===== config.mk =====
export PLATFORM = sky130hd
export DESIGN_NAME = priority_key_debounce_long_press
export DESIGN_NICKNAME = d
export VERILOG_FILES = /design/src/rtl/core/pkdlp_pkg.sv /design/src/rtl/core/pkdlp_in_reg.sv /design/src/rtl/core/pkdlp_core.sv /design/src/rtl/core/pkdlp_out_reg.sv /design/src/rtl/core/priority_key_debounce_long_press.sv
export SDC_FILE = /design/constraint.sdc
export NUM_CORES = 1
export LEC_CHECK = 0
export ABC_AREA = 1
export ABC_CLOCK_PERIOD_IN_PS = 3700
export BUFFER_PORTS_ARGS = -buffer_cell sky130_fd_sc_hd__buf_2
export CORE_UTILIZATION = 45
export CTS_BUF_LIST = sky130_fd_sc_hd__clkbuf_16
export CTS_CLUSTER_SIZE = 25
export DETAILED_ROUTE_END_ITERATION = 7
export SYNTH_ARGS = -nofsm -noshare
export SYNTH_HDL_FRONTEND = slang
export SYNTH_SLANG_ARGS = --single-unit

===== constraint.sdc =====
create_clock -name clk_i -period 3.7 [get_ports clk_i]
set_clock_uncertainty 0.2 [all_clocks]
set_input_delay 0.74 -clock clk_i [delete_from_list [all_inputs] [get_ports clk_i]]
set_output_delay 0.74 -clock clk_i [all_outputs]
set_load 0.01 [all_outputs]

===== src/rtl/core/pkdlp_pkg.sv =====
// Shared types and constants of the priority key debounce block.
package pkdlp_pkg;

  localparam int unsigned PinCount      = 6;
  localparam int unsigned KeyCount      = 6;
  localparam int unsigned CounterWidth  = 16;
  localparam int unsigned KeyScan       = (KeyCount < PinCount) ? KeyCount : PinCount;
  localparam int unsigned DebounceW     = 8;
  localparam int unsigned LongPressW    = 16;
  localparam int unsigned CfgIndexW     = 1;
  localparam int unsigned CfgDataW      = 16;
  localparam int unsigned InTdataW      = 8;
  localparam int unsigned OutTdataW     = 8;

  localparam logic [DebounceW-1:0]  DebounceReset  = 8'd5;
  localparam logic [LongPressW-1:0] LongPressReset = 16'd1000;

  typedef logic [2:0]          key_code_t;
  typedef logic [PinCount-1:0] key_levels_t;

  localparam key_code_t KeyUp     = 3'd0;
  localparam key_code_t KeyDown   = 3'd1;
  localparam key_code_t KeyLeft   = 3'd2;
  localparam key_code_t KeyRight  = 3'd3;
  localparam key_code_t KeyLeftX  = 3'd4;
  localparam key_code_t KeyRightX = 3'd5;
  localparam key_code_t KeyLongX  = 3'd6;

  localparam logic [CfgIndexW-1:0] CfgDebounce  = 1'd0;
  localparam logic [CfgIndexW-1:0] CfgLongPress = 1'd1;

  // One sampled tick waiting in the input register.
  typedef struct packed {
    logic        valid;
    key_levels_t levels;
  } pkdlp_item_t;

  // Outcome of one tick: whether a key code is reported, and which.
  typedef struct packed {
    logic      valid;
    key_code_t code;
  } pkdlp_result_t;

endpackage


===== src/rtl/core/pkdlp_in_reg.sv =====
// Input register that holds one key sample until the core consumes it.
module pkdlp_in_reg
  import pkdlp_pkg::*;
(
  input  logic        clk_i,
  input  logic        rst_ni,
  input  logic        in_valid_i,
  output logic        in_ready_o,
  input  key_levels_t in_levels_i,
  input  logic        take_i,
  output pkdlp_item_t item_o
);

  logic        valid_q, valid_d;
  key_levels_t levels_q;
  logic        accept;

  assign in_ready_o = !valid_q || take_i;
  assign accept     = in_valid_i && in_ready_o;

  always_comb begin
    valid_d = valid_q;
    if (accept) begin
      valid_d = 1'b1;
    end else if (take_i) begin
      valid_d = 1'b0;
    end
  end

  always_ff @(posedge clk_i or negedge rst_ni) begin
    if (!rst_ni) begin
      valid_q <= 1'b0;
    end else begin
      valid_q <= valid_d;
    end
  end

  always_ff @(posedge clk_i) begin
    if (accept) begin
      levels_q <= in_levels_i;
    end
  end

  assign item_o = '{valid: valid_q, levels: levels_q};

endmodule


===== src/rtl/core/pkdlp_core.sv =====
// Debounce state machine, elapsed counter and configuration registers.
module pkdlp_core
  import pkdlp_pkg::*;
#(
  parameter int unsigned CounterW = CounterWidth
) (
  input  logic                 clk_i,
  input  logic                 rst_ni,
  input  logic                 cfg_we_i,
  input  logic [CfgIndexW-1:0] cfg_index_i,
  input  logic [CfgDataW-1:0]  cfg_data_i,
  input  pkdlp_item_t          item_i,
  input  logic                 fire_i,
  output pkdlp_result_t        result_o
);

  localparam int unsigned CmpW = (CounterW > LongPressW) ? CounterW : LongPressW;

  typedef enum logic [1:0] {
    PhIdle     = 2'd0,
    PhDebounce = 2'd1,
    PhHold     = 2'd2
  } phase_e;

  phase_e               phase_q, phase_d;
  key_code_t            held_q, held_d;
  logic [CounterW-1:0]  elapsed_q, elapsed_d, elapsed_inc;
  logic [DebounceW-1:0] debounce_q;
  logic [LongPressW-1:0] long_press_q;
  logic                 held_pressed;
  logic                 found;
  key_code_t            found_key;

  // Saturating tick counter.
  assign elapsed_inc = (&elapsed_q) ? elapsed_q : elapsed_q + 1'b1;
  assign held_pressed = !item_i.levels[held_q];

  // Lowest pin index wins; scanned from the top so the last hit is the winner.
  always_comb begin
    found     = 1'b0;
    found_key = KeyUp;
    for (int k = KeyScan - 1; k >= 0; k--) begin
      if (!item_i.levels[k]) begin
        found     = 1'b1;
        found_key = key_code_t'(k);
      end
    end
  end

  always_comb begin
    phase_d   = phase_q;
    held_d    = held_q;
    elapsed_d = elapsed_q;
    result_o  = '{valid: 1'b0, code: held_q};
    unique case (phase_q)
      PhDebounce: begin
        elapsed_d = elapsed_inc;
        if (CmpW'(elapsed_inc) >= CmpW'(debounce_q)) begin
          phase_d = held_pressed ? PhHold : PhIdle;
        end
      end
      PhHold: begin
        elapsed_d = elapsed_inc;
        if (!held_pressed) begin
          phase_d         = PhIdle;
          result_o.valid  = 1'b1;
          if (held_q == KeyRightX && CmpW'(elapsed_inc) > CmpW'(long_press_q)) begin
            result_o.code = KeyLongX;
          end
        end
      end
      default: begin
        phase_d = PhIdle;
        if (found) begin
          held_d    = found_key;
          elapsed_d = '0;
          phase_d   = PhDebounce;
        end
      end
    endcase
  end

  always_ff @(posedge clk_i or negedge rst_ni) begin
    if (!rst_ni) begin
      phase_q   <= PhIdle;
      held_q    <= KeyUp;
      elapsed_q <= '0;
    end else if (fire_i) begin
      phase_q   <= phase_d;
      held_q    <= held_d;
      elapsed_q <= elapsed_d;
    end
  end

  always_ff @(posedge clk_i or negedge rst_ni) begin
    if (!rst_ni) begin
      debounce_q   <= DebounceReset;
      long_press_q <= LongPressReset;
    end else if (cfg_we_i) begin
      unique case (cfg_index_i)
        CfgDebounce:  debounce_q   <= cfg_data_i[DebounceW-1:0];
        CfgLongPress: long_press_q <= cfg_data_i[LongPressW-1:0];
        default: ;
      endcase
    end
  end

endmodule


===== src/rtl/core/pkdlp_out_reg.sv =====
// Result register that presents a key code until the receiver takes it.
module pkdlp_out_reg
  import pkdlp_pkg::*;
(
  input  logic          clk_i,
  input  logic          rst_ni,
  input  logic          fire_i,
  input  pkdlp_result_t result_i,
  output logic          load_ok_o,
  output logic          out_valid_o,
  input  logic          out_ready_i,
  output key_code_t     out_code_o
);

  logic      valid_q, valid_d;
  key_code_t code_q;

  assign load_ok_o = !valid_q || out_ready_i;

  always_comb begin
    valid_d = valid_q;
    if (load_ok_o) begin
      valid_d = fire_i && result_i.valid;
    end
  end

  always_ff @(posedge clk_i or negedge rst_ni) begin
    if (!rst_ni) begin
      valid_q <= 1'b0;
    end else begin
      valid_q <= valid_d;
    end
  end

  always_ff @(posedge clk_i) begin
    if (fire_i && result_i.valid) begin
      code_q <= result_i.code;
    end
  end

  assign out_valid_o = valid_q;
  assign out_code_o  = code_q;

endmodule


===== src/rtl/core/priority_key_debounce_long_press.sv =====
// Top level of the priority key debounce and long-press detector.
//
// Usage: each request on the s_axis channel is one tick carrying the six
// active-low key pins. The first pressed key in priority order is latched,
// confirmed after debounce_ticks ticks, and reported on the m_axis channel
// once it is released; a right_x release later than long_press_ticks after
// first detection reports the long code. Most ticks report nothing.
// Configuration writes arrive on the cfg channel (index 0 debounce_ticks,
// index 1 long_press_ticks); cfg_ready_o is always high.
// Path: a tick request is held in the input register and evaluated once the
// result register is free or being taken; a key code it causes is loaded into
// the result register as the evaluation ends, raising m_axis_tvalid.
// Throughput: one tick per cycle while the receiver is not stalling, set by the
// state update that sits between the input register and the result register.
// Reset: the machine is idle, no key is held, the counter is zero and the
// registers return to 5 and 1000. When the receiver stalls, the result
// register holds its code and one more tick waits in the input register;
// after that s_axis_tready drops until the result is taken.
module priority_key_debounce_long_press
  import pkdlp_pkg::*;
#(
  parameter int unsigned CounterW = CounterWidth
) (
  input  logic                 clk_i,
  input  logic                 rst_ni,
  input  logic                 s_axis_tvalid,
  output logic                 s_axis_tready,
  input  logic [InTdataW-1:0]  s_axis_tdata,   // [5:0] key_levels
  output logic                 m_axis_tvalid,
  input  logic                 m_axis_tready,
  output logic [OutTdataW-1:0] m_axis_tdata,   // [2:0] key_code
  input  logic                 cfg_valid_i,
  output logic                 cfg_ready_o,
  input  logic [CfgIndexW-1:0] cfg_index_i,
  input  logic [CfgDataW-1:0]  cfg_data_i
);

  pkdlp_item_t   item;
  pkdlp_result_t result;
  logic          load_ok;
  logic          fire;
  key_code_t     out_code;

  assign cfg_ready_o = 1'b1;
  assign fire        = item.valid && load_ok;

  pkdlp_in_reg u_in_reg (
    .clk_i       (clk_i),
    .rst_ni      (rst_ni),
    .in_valid_i  (s_axis_tvalid),
    .in_ready_o  (s_axis_tready),
    .in_levels_i (s_axis_tdata[PinCount-1:0]),
    .take_i      (fire),
    .item_o      (item)
  );

  pkdlp_core #(
    .CounterW (CounterW)
  ) u_core (
    .clk_i       (clk_i),
    .rst_ni      (rst_ni),
    .cfg_we_i    (cfg_valid_i && cfg_ready_o),
    .cfg_index_i (cfg_index_i),
    .cfg_data_i  (cfg_data_i),
    .item_i      (item),
    .fire_i      (fire),
    .result_o    (result)
  );

  pkdlp_out_reg u_out_reg (
    .clk_i       (clk_i),
    .rst_ni      (rst_ni),
    .fire_i      (fire),
    .result_i    (result),
    .load_ok_o   (load_ok),
    .out_valid_o (m_axis_tvalid),
    .out_ready_i (m_axis_tready),
    .out_code_o  (out_code)
  );

  assign m_axis_tdata = {{(OutTdataW - 3){1'b0}}, out_code};

endmodule


# [Yosys cells after proc, flatten, opt, wreduce, memory -nomap -nowiden]
# Cells that the tools add are included.
[totals] ff_bits=56 latch_bits=0 ramBits=0 rom_bits=0 wordCells=64 mem_count=0
[op_classes] addsub=1 multipliers=0 div=0 magnitude_cmp=3 eq_ne=5 shift=0 mux=27 n_bitwise=2 n_reduce_logical=17
[ops] op="$mux 16" count=3
[ops] op="$mux 3" count=7
[ops] op="$add 16x1->16 const B" count=1
[ops] op="$ge 16x8->1" count=1
[ops] op="$gt 16x16->1" count=1
[ops] op="$reduce_and 16->1" count=1
[ops] op="$mux 1" count=10
[ops] op="$mux 4" count=2
[ops] op="$mux 2" count=3
[ops] op="$reduce_and 2->1" count=3
[ops] op="$reduce_and 3->1" count=2
[ops] op="$logic_and 1x1->1" count=4
[ops] op="$lt 3x4->1 const B" count=1
[ops] op="$ne 2x1->1 const B" count=2
[ops] op="$pmux 2 s2" count=1
[ops] op="$reduce_bool 2->1" count=2
[ops] op="$bmux 1 s3" count=1
[ops] op="$eq 3x3->1 const B" count=1
[ops] op="$eq 2x1->1 const B" count=1
[ops] op="$eq 2x2->1 const B" count=1
[ops] op="$logic_not 1->1" count=2
[ops] op="$logic_or 1x1->1" count=2
[ops] op="$not 1->1" count=2
[ops] op="$reduce_or 2->1" count=1

# [Longest topological paths before layout]
# Gate-level depths: netlist (run 1).
[logic_depth] depth_word=8 ltp_mapped=24

# [Hierarchy]
# Synthesis (run 1) repeated with hierarchy kept, for this count alone.
[unflattened] cells_unflattened=456 hier_area_um2=3595.9
[by_module_without_submodules] module="pkdlp_core" n_inst=1 cells_per_inst=424 area_per_inst_um2=3164.3 seq_area_each_um2=1136.1
[by_module_without_submodules] module="pkdlp_in_reg" n_inst=1 cells_per_inst=13 area_per_inst_um2=232.7 seq_area_each_um2=205.2
[by_module_without_submodules] module="pkdlp_out_reg" n_inst=1 cells_per_inst=9 area_per_inst_um2=138.9 seq_area_each_um2=115.1
[by_module_without_submodules] module="priority_key_debounce_long_press" n_inst=1 cells_per_inst=10 area_per_inst_um2=60.1 seq_area_each_um2=0.0

# [Least setup slack after synthesis (run 1)]
# Ideal clock, no wire load.
[synth_path] path_type="register to register" from="register u_core.elapsed_q[0]" to="register u_core.phase_q[0]" setup_ps=117 t_arrival_ps=2582 slack_ps=801 path_stages_with_launch=22 path_buffers=0 synth_period_minus_slack_ps=2899 path_cell_list="dfrtp_1 ha_1 inv_1 nor2_4 nand2_4 nor2_4 nand2_1 nand2_1 nor2_1 nand2_1 xor2_1 inv_1 ha_1 nand3_1 and3_1 nand2_1 nor2_1 nand3_1 nor3_2 nand2_1 nand3_1 nand2_1"
[synth_between] elab_chain_len=5
[synth_rtl] item="start, declared" line="pkdlp_core.sv:27" source="logic [CounterW-1:0] elapsed_q, elapsed_d, elapsed_inc;"
[synth_rtl] item="start signal, assigned" line="pkdlp_core.sv:91" source="elapsed_q <= elapsed_d;"
[synth_rtl] item="$add 16x1->16 or $reduce_and 16->1 (tied branches)" line="pkdlp_core.sv:35" source="assign elapsed_inc = (&elapsed_q) ? elapsed_q : elapsed_q + 1'b1;"
[synth_rtl] item="$mux 16 (*)" line="pkdlp_core.sv:35"
[synth_rtl] item="$ge 16x8->1 (*)" line="pkdlp_core.sv:58" source="if (CmpW'(elapsed_inc) >= CmpW'(debounce_q)) begin"
[synth_rtl] item="$ne 2x1->1 (no line) (*)"
[synth_rtl] item="$reduce_and 3->1 (no line) (*)"
[synth_rtl] item="end signal, assigned" line="pkdlp_core.sv:85" source="phase_q <= PhIdle;"
[synth_rtl] item="end signal, assigned" line="pkdlp_core.sv:89" source="phase_q <= phase_d;"
[synth_rtl] item="end, declared" line="pkdlp_core.sv:25" source="phase_e phase_q, phase_d;"
# Every way passes the cells marked *; elsewhere a longest branch is shown, timed or not.
# A chain may end at the register's enable or synchronous reset.

# [Worst setup path in the final report (run 1)]
[layout_path] from="register u_core.elapsed_q[0]" to="register u_core.phase_q[1]"
# The elaborated chain is that of the path after synthesis.

==> results of run 1 <==
routing by layer:
metal | track usage | up-vias | wire, µm
met4 | 0.0632 | 0 | 95
met5 | 0 | - | 0
met3 | 0.0278 | 8 | 190
met1 | 0.281 | 1303 | 3840
li1 | - | 1506 | -
met2 | 0.301 | 54 | 3260
synthesized netlist by cell type (6+ instances only):
library cell / number / share of area
a21oi_1: 19 / 0.027
buf_4: 6 / 0.013
clkbuf_1: 7 / 0.0074
dfrtp_1: 39 / 0.28
dfstp_2: 8 / 0.059
edfxtp_1: 9 / 0.076
ha_1: 24 / 0.085
inv_1: 84 / 0.089
nand2_1: 92 / 0.098
nand2_2: 8 / 0.014
nand3_1: 32 / 0.045
nand4_1: 13 / 0.023
nor2_1: 35 / 0.037
nor2_4: 6 / 0.019
o21ai_0: 35 / 0.050
o22ai_1: 8 / 0.014
worst min path at each step:
| stage | end | slack [ps] | cells after the start |
|---|---|---|---|
| 4_1_cts | u_core.debounce_q[6] | 290 | 2 |
| 5_1_grt | u_core.long_press_q[1] | 320 | 2 |
| 3_5_place_dp | u_core.debounce_q[6] | 270 | 2 |
| 2_1_floorplan | u_core.debounce_q[1] | 240 | 0 |
| 3_3_place_gp | u_core.debounce_q[6] | 270 | 2 |
| 6_report | u_core.debounce_q[7] | 290 | 2 |
metrics by stage:
step | std cells | total power [W] | hold WS [ps]
after global placement | 578 | 0.00126 | 270
after detailed placement | 578 | 0.00127 | 273
after global routing | 586 | 0.00186 | 320
after CTS | 586 | 0.00175 | 292
after floorplan | 459 | 0.00113 | 244
final | 586 | 0.00173 | 287
critical path, delay by kind of cell (launching register included):
family	cells	cell delay, ps
xor+xnor	1	180
fa+ha+maj	2	580
buf+inv	2	250
flops	1	390
simple gates	17	1640
flip-flops by register name, summed over array words and instances, names as in the netlist:
register               flops
u_in_reg.valid_q           1
u_out_reg.out_code_o       3
u_core.phase_q             2
u_in_reg.levels_q          6
u_core.long_press_q       16
u_out_reg.out_valid_o      1
u_core.elapsed_q          16
u_core.held_q              3
u_core.debounce_q          8
where the power goes:
part	internal [W]	leakage (nW)	switching, W
Combinational	0.000166	1.32	0.000324
Sequential	0.000715	0.671	0.0000546
Clock	0.000250	0.0736	0.000217
Total	0.00113	2.07	0.000595
cells by family after synthesis:
group | count (synthesis) | synth area share
xor gates and xnor gates | 5 | 0.0124
DFF | 56 | 0.412
AOI/OAI and AO/OA | 70 | 0.109
buffers and inverters | 100 | 0.113
adders and majority gates | 24 | 0.0849
other | 2 | 0.00212
and+or+nand+nor | 198 | 0.267
layout make-up:
| cell class | instances | area [µm²] | area share |
|---|---|---|---|
| multi-input combinational | 303 | 1700 | 0.434 |
| sequential | 56 | 1460 | 0.371 |
| inverter | 86 | 325 | 0.0828 |
| timing repair buffer | 34 | 175 | 0.0446 |
| clock buffer | 5 | 125 | 0.0318 |
| tap | 99 | 124 | 0.0315 |
| clock inverter | 3 | 18.8 | 0.00478 |
==> flow_summary.toml, run 1 <==
[sta]
setup_viol = 0
relSlewSlack = 0.193
fin_tns_setup_ps = 0
fmax_mhz = 302
hold_viol = 0
drv_slew = 0
post-route-period-util = 0.896
tightestPinTransition_ps = 1200
fin_ws_ps = 384
rsz0062_at_grt = "no"
min_period_ps = 3320

[routing]
via_per_inst = 4.90
postRouteAntennaNets = 0
dr.pass1.iters = 4
wire_per_inst_um = 12.6
drt_first_iter_violations = 123
vias = 2871
drc = 0
wl_um = 7380

[placement]
dpl-instance-area_um2 = 3770
dp_slack_ps = 365
io_buffer_count = 32
dpl.hpwl_um = 5630
gp_congestion = 0.856

[finish]
drive_above_1_share = 0.160
final_util = 0.530
final_area_um2 = 3930
diodes = 0
final_common_cell = "nand2_1"
n_fill_cell = 741
layout_common_cells = "92 x nand2_1, 84 x inv_1, 39 x dfrtp_1"
area_growth_pct = 11.1
nets = 540

[clocking]
cts_tree = "done"
cts_num_sinks = 56
cts_buffers = 5
ctsHoldBuffers = 0
path_clk_slew_ps = 70
h-tree-depth = 2
clockBufferDepth = 2
cts-root-buf = "clkbuf_16"
clock_latency_ps = 290
cts_resized = 0
cts_setup_buffers = 0

[setup_path]
r2r-end = "u_core.phase_q[1]"
reg2reg_slack_ps = 380
cp.required_ps = 3730
start_kind = "flip-flop"
r2r_cells = 22
endpoint = "u_core.phase_q[1]"
critPathMaxFanout = 5
path_cells = "ha_1, inv_1, nor2_4, nand2_4, nor2_4, nand2_1, nand2_1, nor2_2, nand2_1, xor2_1, inv_1, ha_1, nand3_1, and3_1, nand2_1, nor2_1, nand3_1, nor3_2, nand2_1, nand2_1, nand2_1, nand2_1"
crit_top_cell = "nand2_1"
reg2reg_from = "u_core.elapsed_q[0]"
crit_type = "reg2reg"
crit_arrival_ps = 3350
crit_path_start = "u_core.elapsed_q[0]"
worst_path_max_delay_cell = "dfrtp_1"
endpoint_kind = "flip-flop"
critPathMaxStageDelay_ps = 390

[min_path]
min_path_type = "reg2reg"
min_from = "u_core.debounce_q[7]"

[synthesis]
syn_area_per_cell_um2 = 7.77
ys_warn_count = 0
synth.distinct_cells = 37
syn-instance-count = 455
ys.flop_type = "dfrtp_1"
synth_edf_count = 9
syn_area_um2 = 3540
ys_ff_latch = 56
synth.yosys.seq_area_share = 0.412
ys_async_sr_fraction = 0.839

[grt]
grt_max_degree = 48
overflow = 0
first_global_vias = 2739
grt_pass1_wl_um = 12900
grt_use_total = 0.195
antenna_found_initial = 0

[die]
dieArea_um2 = 8220
rows = 31
die_width_um = 90.6
io_pins = 41
start_util = 0.477
die_h_um = 90.6
coreArea_um2 = 7410

[pwr]
power_per_cell_area_nw_per_um2 = 439
ir_drop_mv = 0.208
leakage_nw = 2.07

[run_status]
status = "finished, final reports clean"

[flow_run]
max_cap_violations = 0
Note: power is estimated with default switching activity, not from simulation.
==> run 2, diff against run 1 <==
ABC_AREA = unset   (was 1)
CTS_BUF_LIST = unset   (was sky130_fd_sc_hd__clkbuf_16)
==> flow_summary.toml, run 2 <==
[run_status]
status = "finished, final reports clean"

[sta]
hold_viol = 0
tightestPinTransition_ps = 899
setup_viol = 0
post-route-period-util = 0.949
rsz0062_at_grt = "no"
relSlewSlack = 0.400
drv_slew = 0
min_period_ps = 3510
hold_ws_ps = 276
fin_tns_setup_ps = 0
fmax_mhz = 285
fin_ws_ps = 190

[routing]
dr.pass1.iters = 4
postRouteAntennaNets = 0
wire_per_inst_um = 14.4
wl_um = 7240
drc = 0
drt_first_iter_violations = 115
via_per_inst = 5.28
vias = 2655

[synthesis]
synth.yosys.seq_area_share = 0.418
synth_top_area_share = 0.280
synth_common_cells = "39 x dfrtp_1, 35 x inv_1, 35 x nand2_1"
synth_most_common_cell = "dfrtp_1"
syn_area_um2 = 3480
syn-instance-count = 357
ys_warn_count = 0
syn_area_per_cell_um2 = 9.75
synth.area.top_cells = "dfrtp_1 28%, ha_1 8.6%, edfxtp_1 7.8%"
synth_edf_count = 9
yosysTopAreaCell = "dfrtp_1"
synth.distinct_cells = 55
ys_async_sr_fraction = 0.839
ys.flop_type = "dfrtp_1"
ys_ff_latch = 56

[setup_path]
critPathMaxStageDelay_ps = 450
critPathMaxFanout = 4
start_kind = "flip-flop"
cp_num_buf_inv = 1
crit_type = "reg2reg"
crit_top_cell = "and4_1"
endpoint_kind = "flip-flop"
critPathTopFamily = "simple AND/OR/NAND/NOR gates"
crit_arrival_ps = 3360
cp.required_ps = 3550
path_cells = "ha_2, nand4_1, or4_4, buf_4, nand3_1, o21a_1, ha_1, and4_1, and4_1, o31a_1, or2_2, a31oi_1, a21boi_0"
worst_path_max_delay_cell = "or4_4"

[finish]
n_fill_cell = 708
drive_above_1_share = 0.270
layout_common_cells = "35 x inv_1, 35 x nand2_1, 35 x dfrtp_1"
area_growth_pct = 14.4
reg.largest.list = "u_core.elapsed_q: 16 flops, u_core.long_press_q: 16 flops, u_core.debounce_q: 8 flops"
nets = 457
diodes = 0

[die]
rows = 31
die_h_um = 90.0
io_pins = 41
coreArea_um2 = 7370
dieArea_um2 = 8090
die_width_um = 90.0
start_util = 0.472

[grt]
first_global_vias = 2596
grt_use_total = 0.190
grt_max_degree = 33
overflow = 0
antenna_found_initial = 0
grt_pass1_wl_um = 12400

[placement]
gp_congestion = 0.837
dpl.hpwl_um = 5600
dp_slack_ps = 78.5
io_buffer_count = 32

[clocking]
cts_tree = "done"
cts_num_sinks = 56
h-tree-depth = 2
clock_latency_ps = 310
ctsHoldBuffers = 0
path_clk_slew_ps = 110
cts_buffers = 5
clockBufferDepth = 2
cts-root-buf = "clkbuf_8"

[flow_run]
max_cap_violations = 0

[pwr]
power_per_cell_area_nw_per_um2 = 414
ir_drop_mv = 0.236
leakage_nw = 1.88

[min_path]
min_path_type = "in2async"
-- run 2: cell count changes after synthesis, moves of 9 or more --
cell,delta
nor2_1,-22
nand3_1,-22
nand2_1,-57
o21ai_0,-9
inv_1,-49
mux2_2,+18
-- run 2: power breakdown --
group | internal (W) | switching (W)
clock | 0.000140 | 0.000214
sequential | 0.000723 | 0.0000578
combinational | 0.000228 | 0.000287
total | 0.00109 | 0.000560
-- run 2: final cells by class --
type	instances	area (µm²)	share of cell area
Clock buffer	5	68.8	0.0173
Multi-Input combinational cell	250	1840	0.462
Inverter	35	131	0.0330
Sequential cell	56	1460	0.367
Clock inverter	3	25.0	0.00628
Tap cell	99	124	0.0311
Timing Repair Buffer	55	333	0.0835
-- run 2: path summary, 6_finish.rpt --
path                                startpoint                 endpoint  slack (ps)  cells past startpoint
max in group asynchronous               rst_ni   u_core.long_press_q[8]        2260                      2
setup / recovery           u_core.elapsed_q[1]  u_out_reg.out_code_o[0]         190                     13
hold reg to reg               u_core.held_q[2]  u_out_reg.out_code_o[2]         280                      0
hold / removal                          rst_ni      u_core.elapsed_q[6]         280                      1
setup reg to reg           u_core.elapsed_q[1]  u_out_reg.out_code_o[0]         190                     13
min in group clk_i            u_core.held_q[2]  u_out_reg.out_code_o[2]         280                      0
-- run 2: what timing repair did --
action	4_1_cts	5_1_grt
buffers inserted	0	3
setup endpoints to repair	0	1
gates resized for setup	0	11
-- run 2: stage by stage --
| stage | total power (W) | utilization | area [µm²] | cells |
|---|---|---|---|---|
| global placement | 0.00130 | 0.519 | 3830 | 492 |
| finish | 0.00165 | 0.541 | 3990 | 503 |
| global route | 0.00177 | 0.541 | 3990 | 503 |
| floorplan | 0.00116 | - | 3500 | 361 |
| detailed placement | 0.00131 | 0.519 | 3830 | 492 |
| CTS | 0.00167 | 0.532 | 3920 | 500 |
-- run 2: per-layer routing --
layer / vias to the layer above / part of all wire / GRT usage
li1: 1354 / - / -
met1: 1238 / 0.49 / 0.266
met2: 58 / 0.46 / 0.308
met3: 5 / 0.042 / 0.0305
met4: 0 / 0.0070 / 0.0511
met5: - / 0 / 0
-- run 2: kinds of logic after synthesis --
family          synth area share
compound gates             0.143
xor+xnor                  0.0252
fa+ha+maj                 0.0891
buf+inv                   0.0679
flops                      0.418
mux                       0.0762
other cells              0.00216
simple gates               0.178
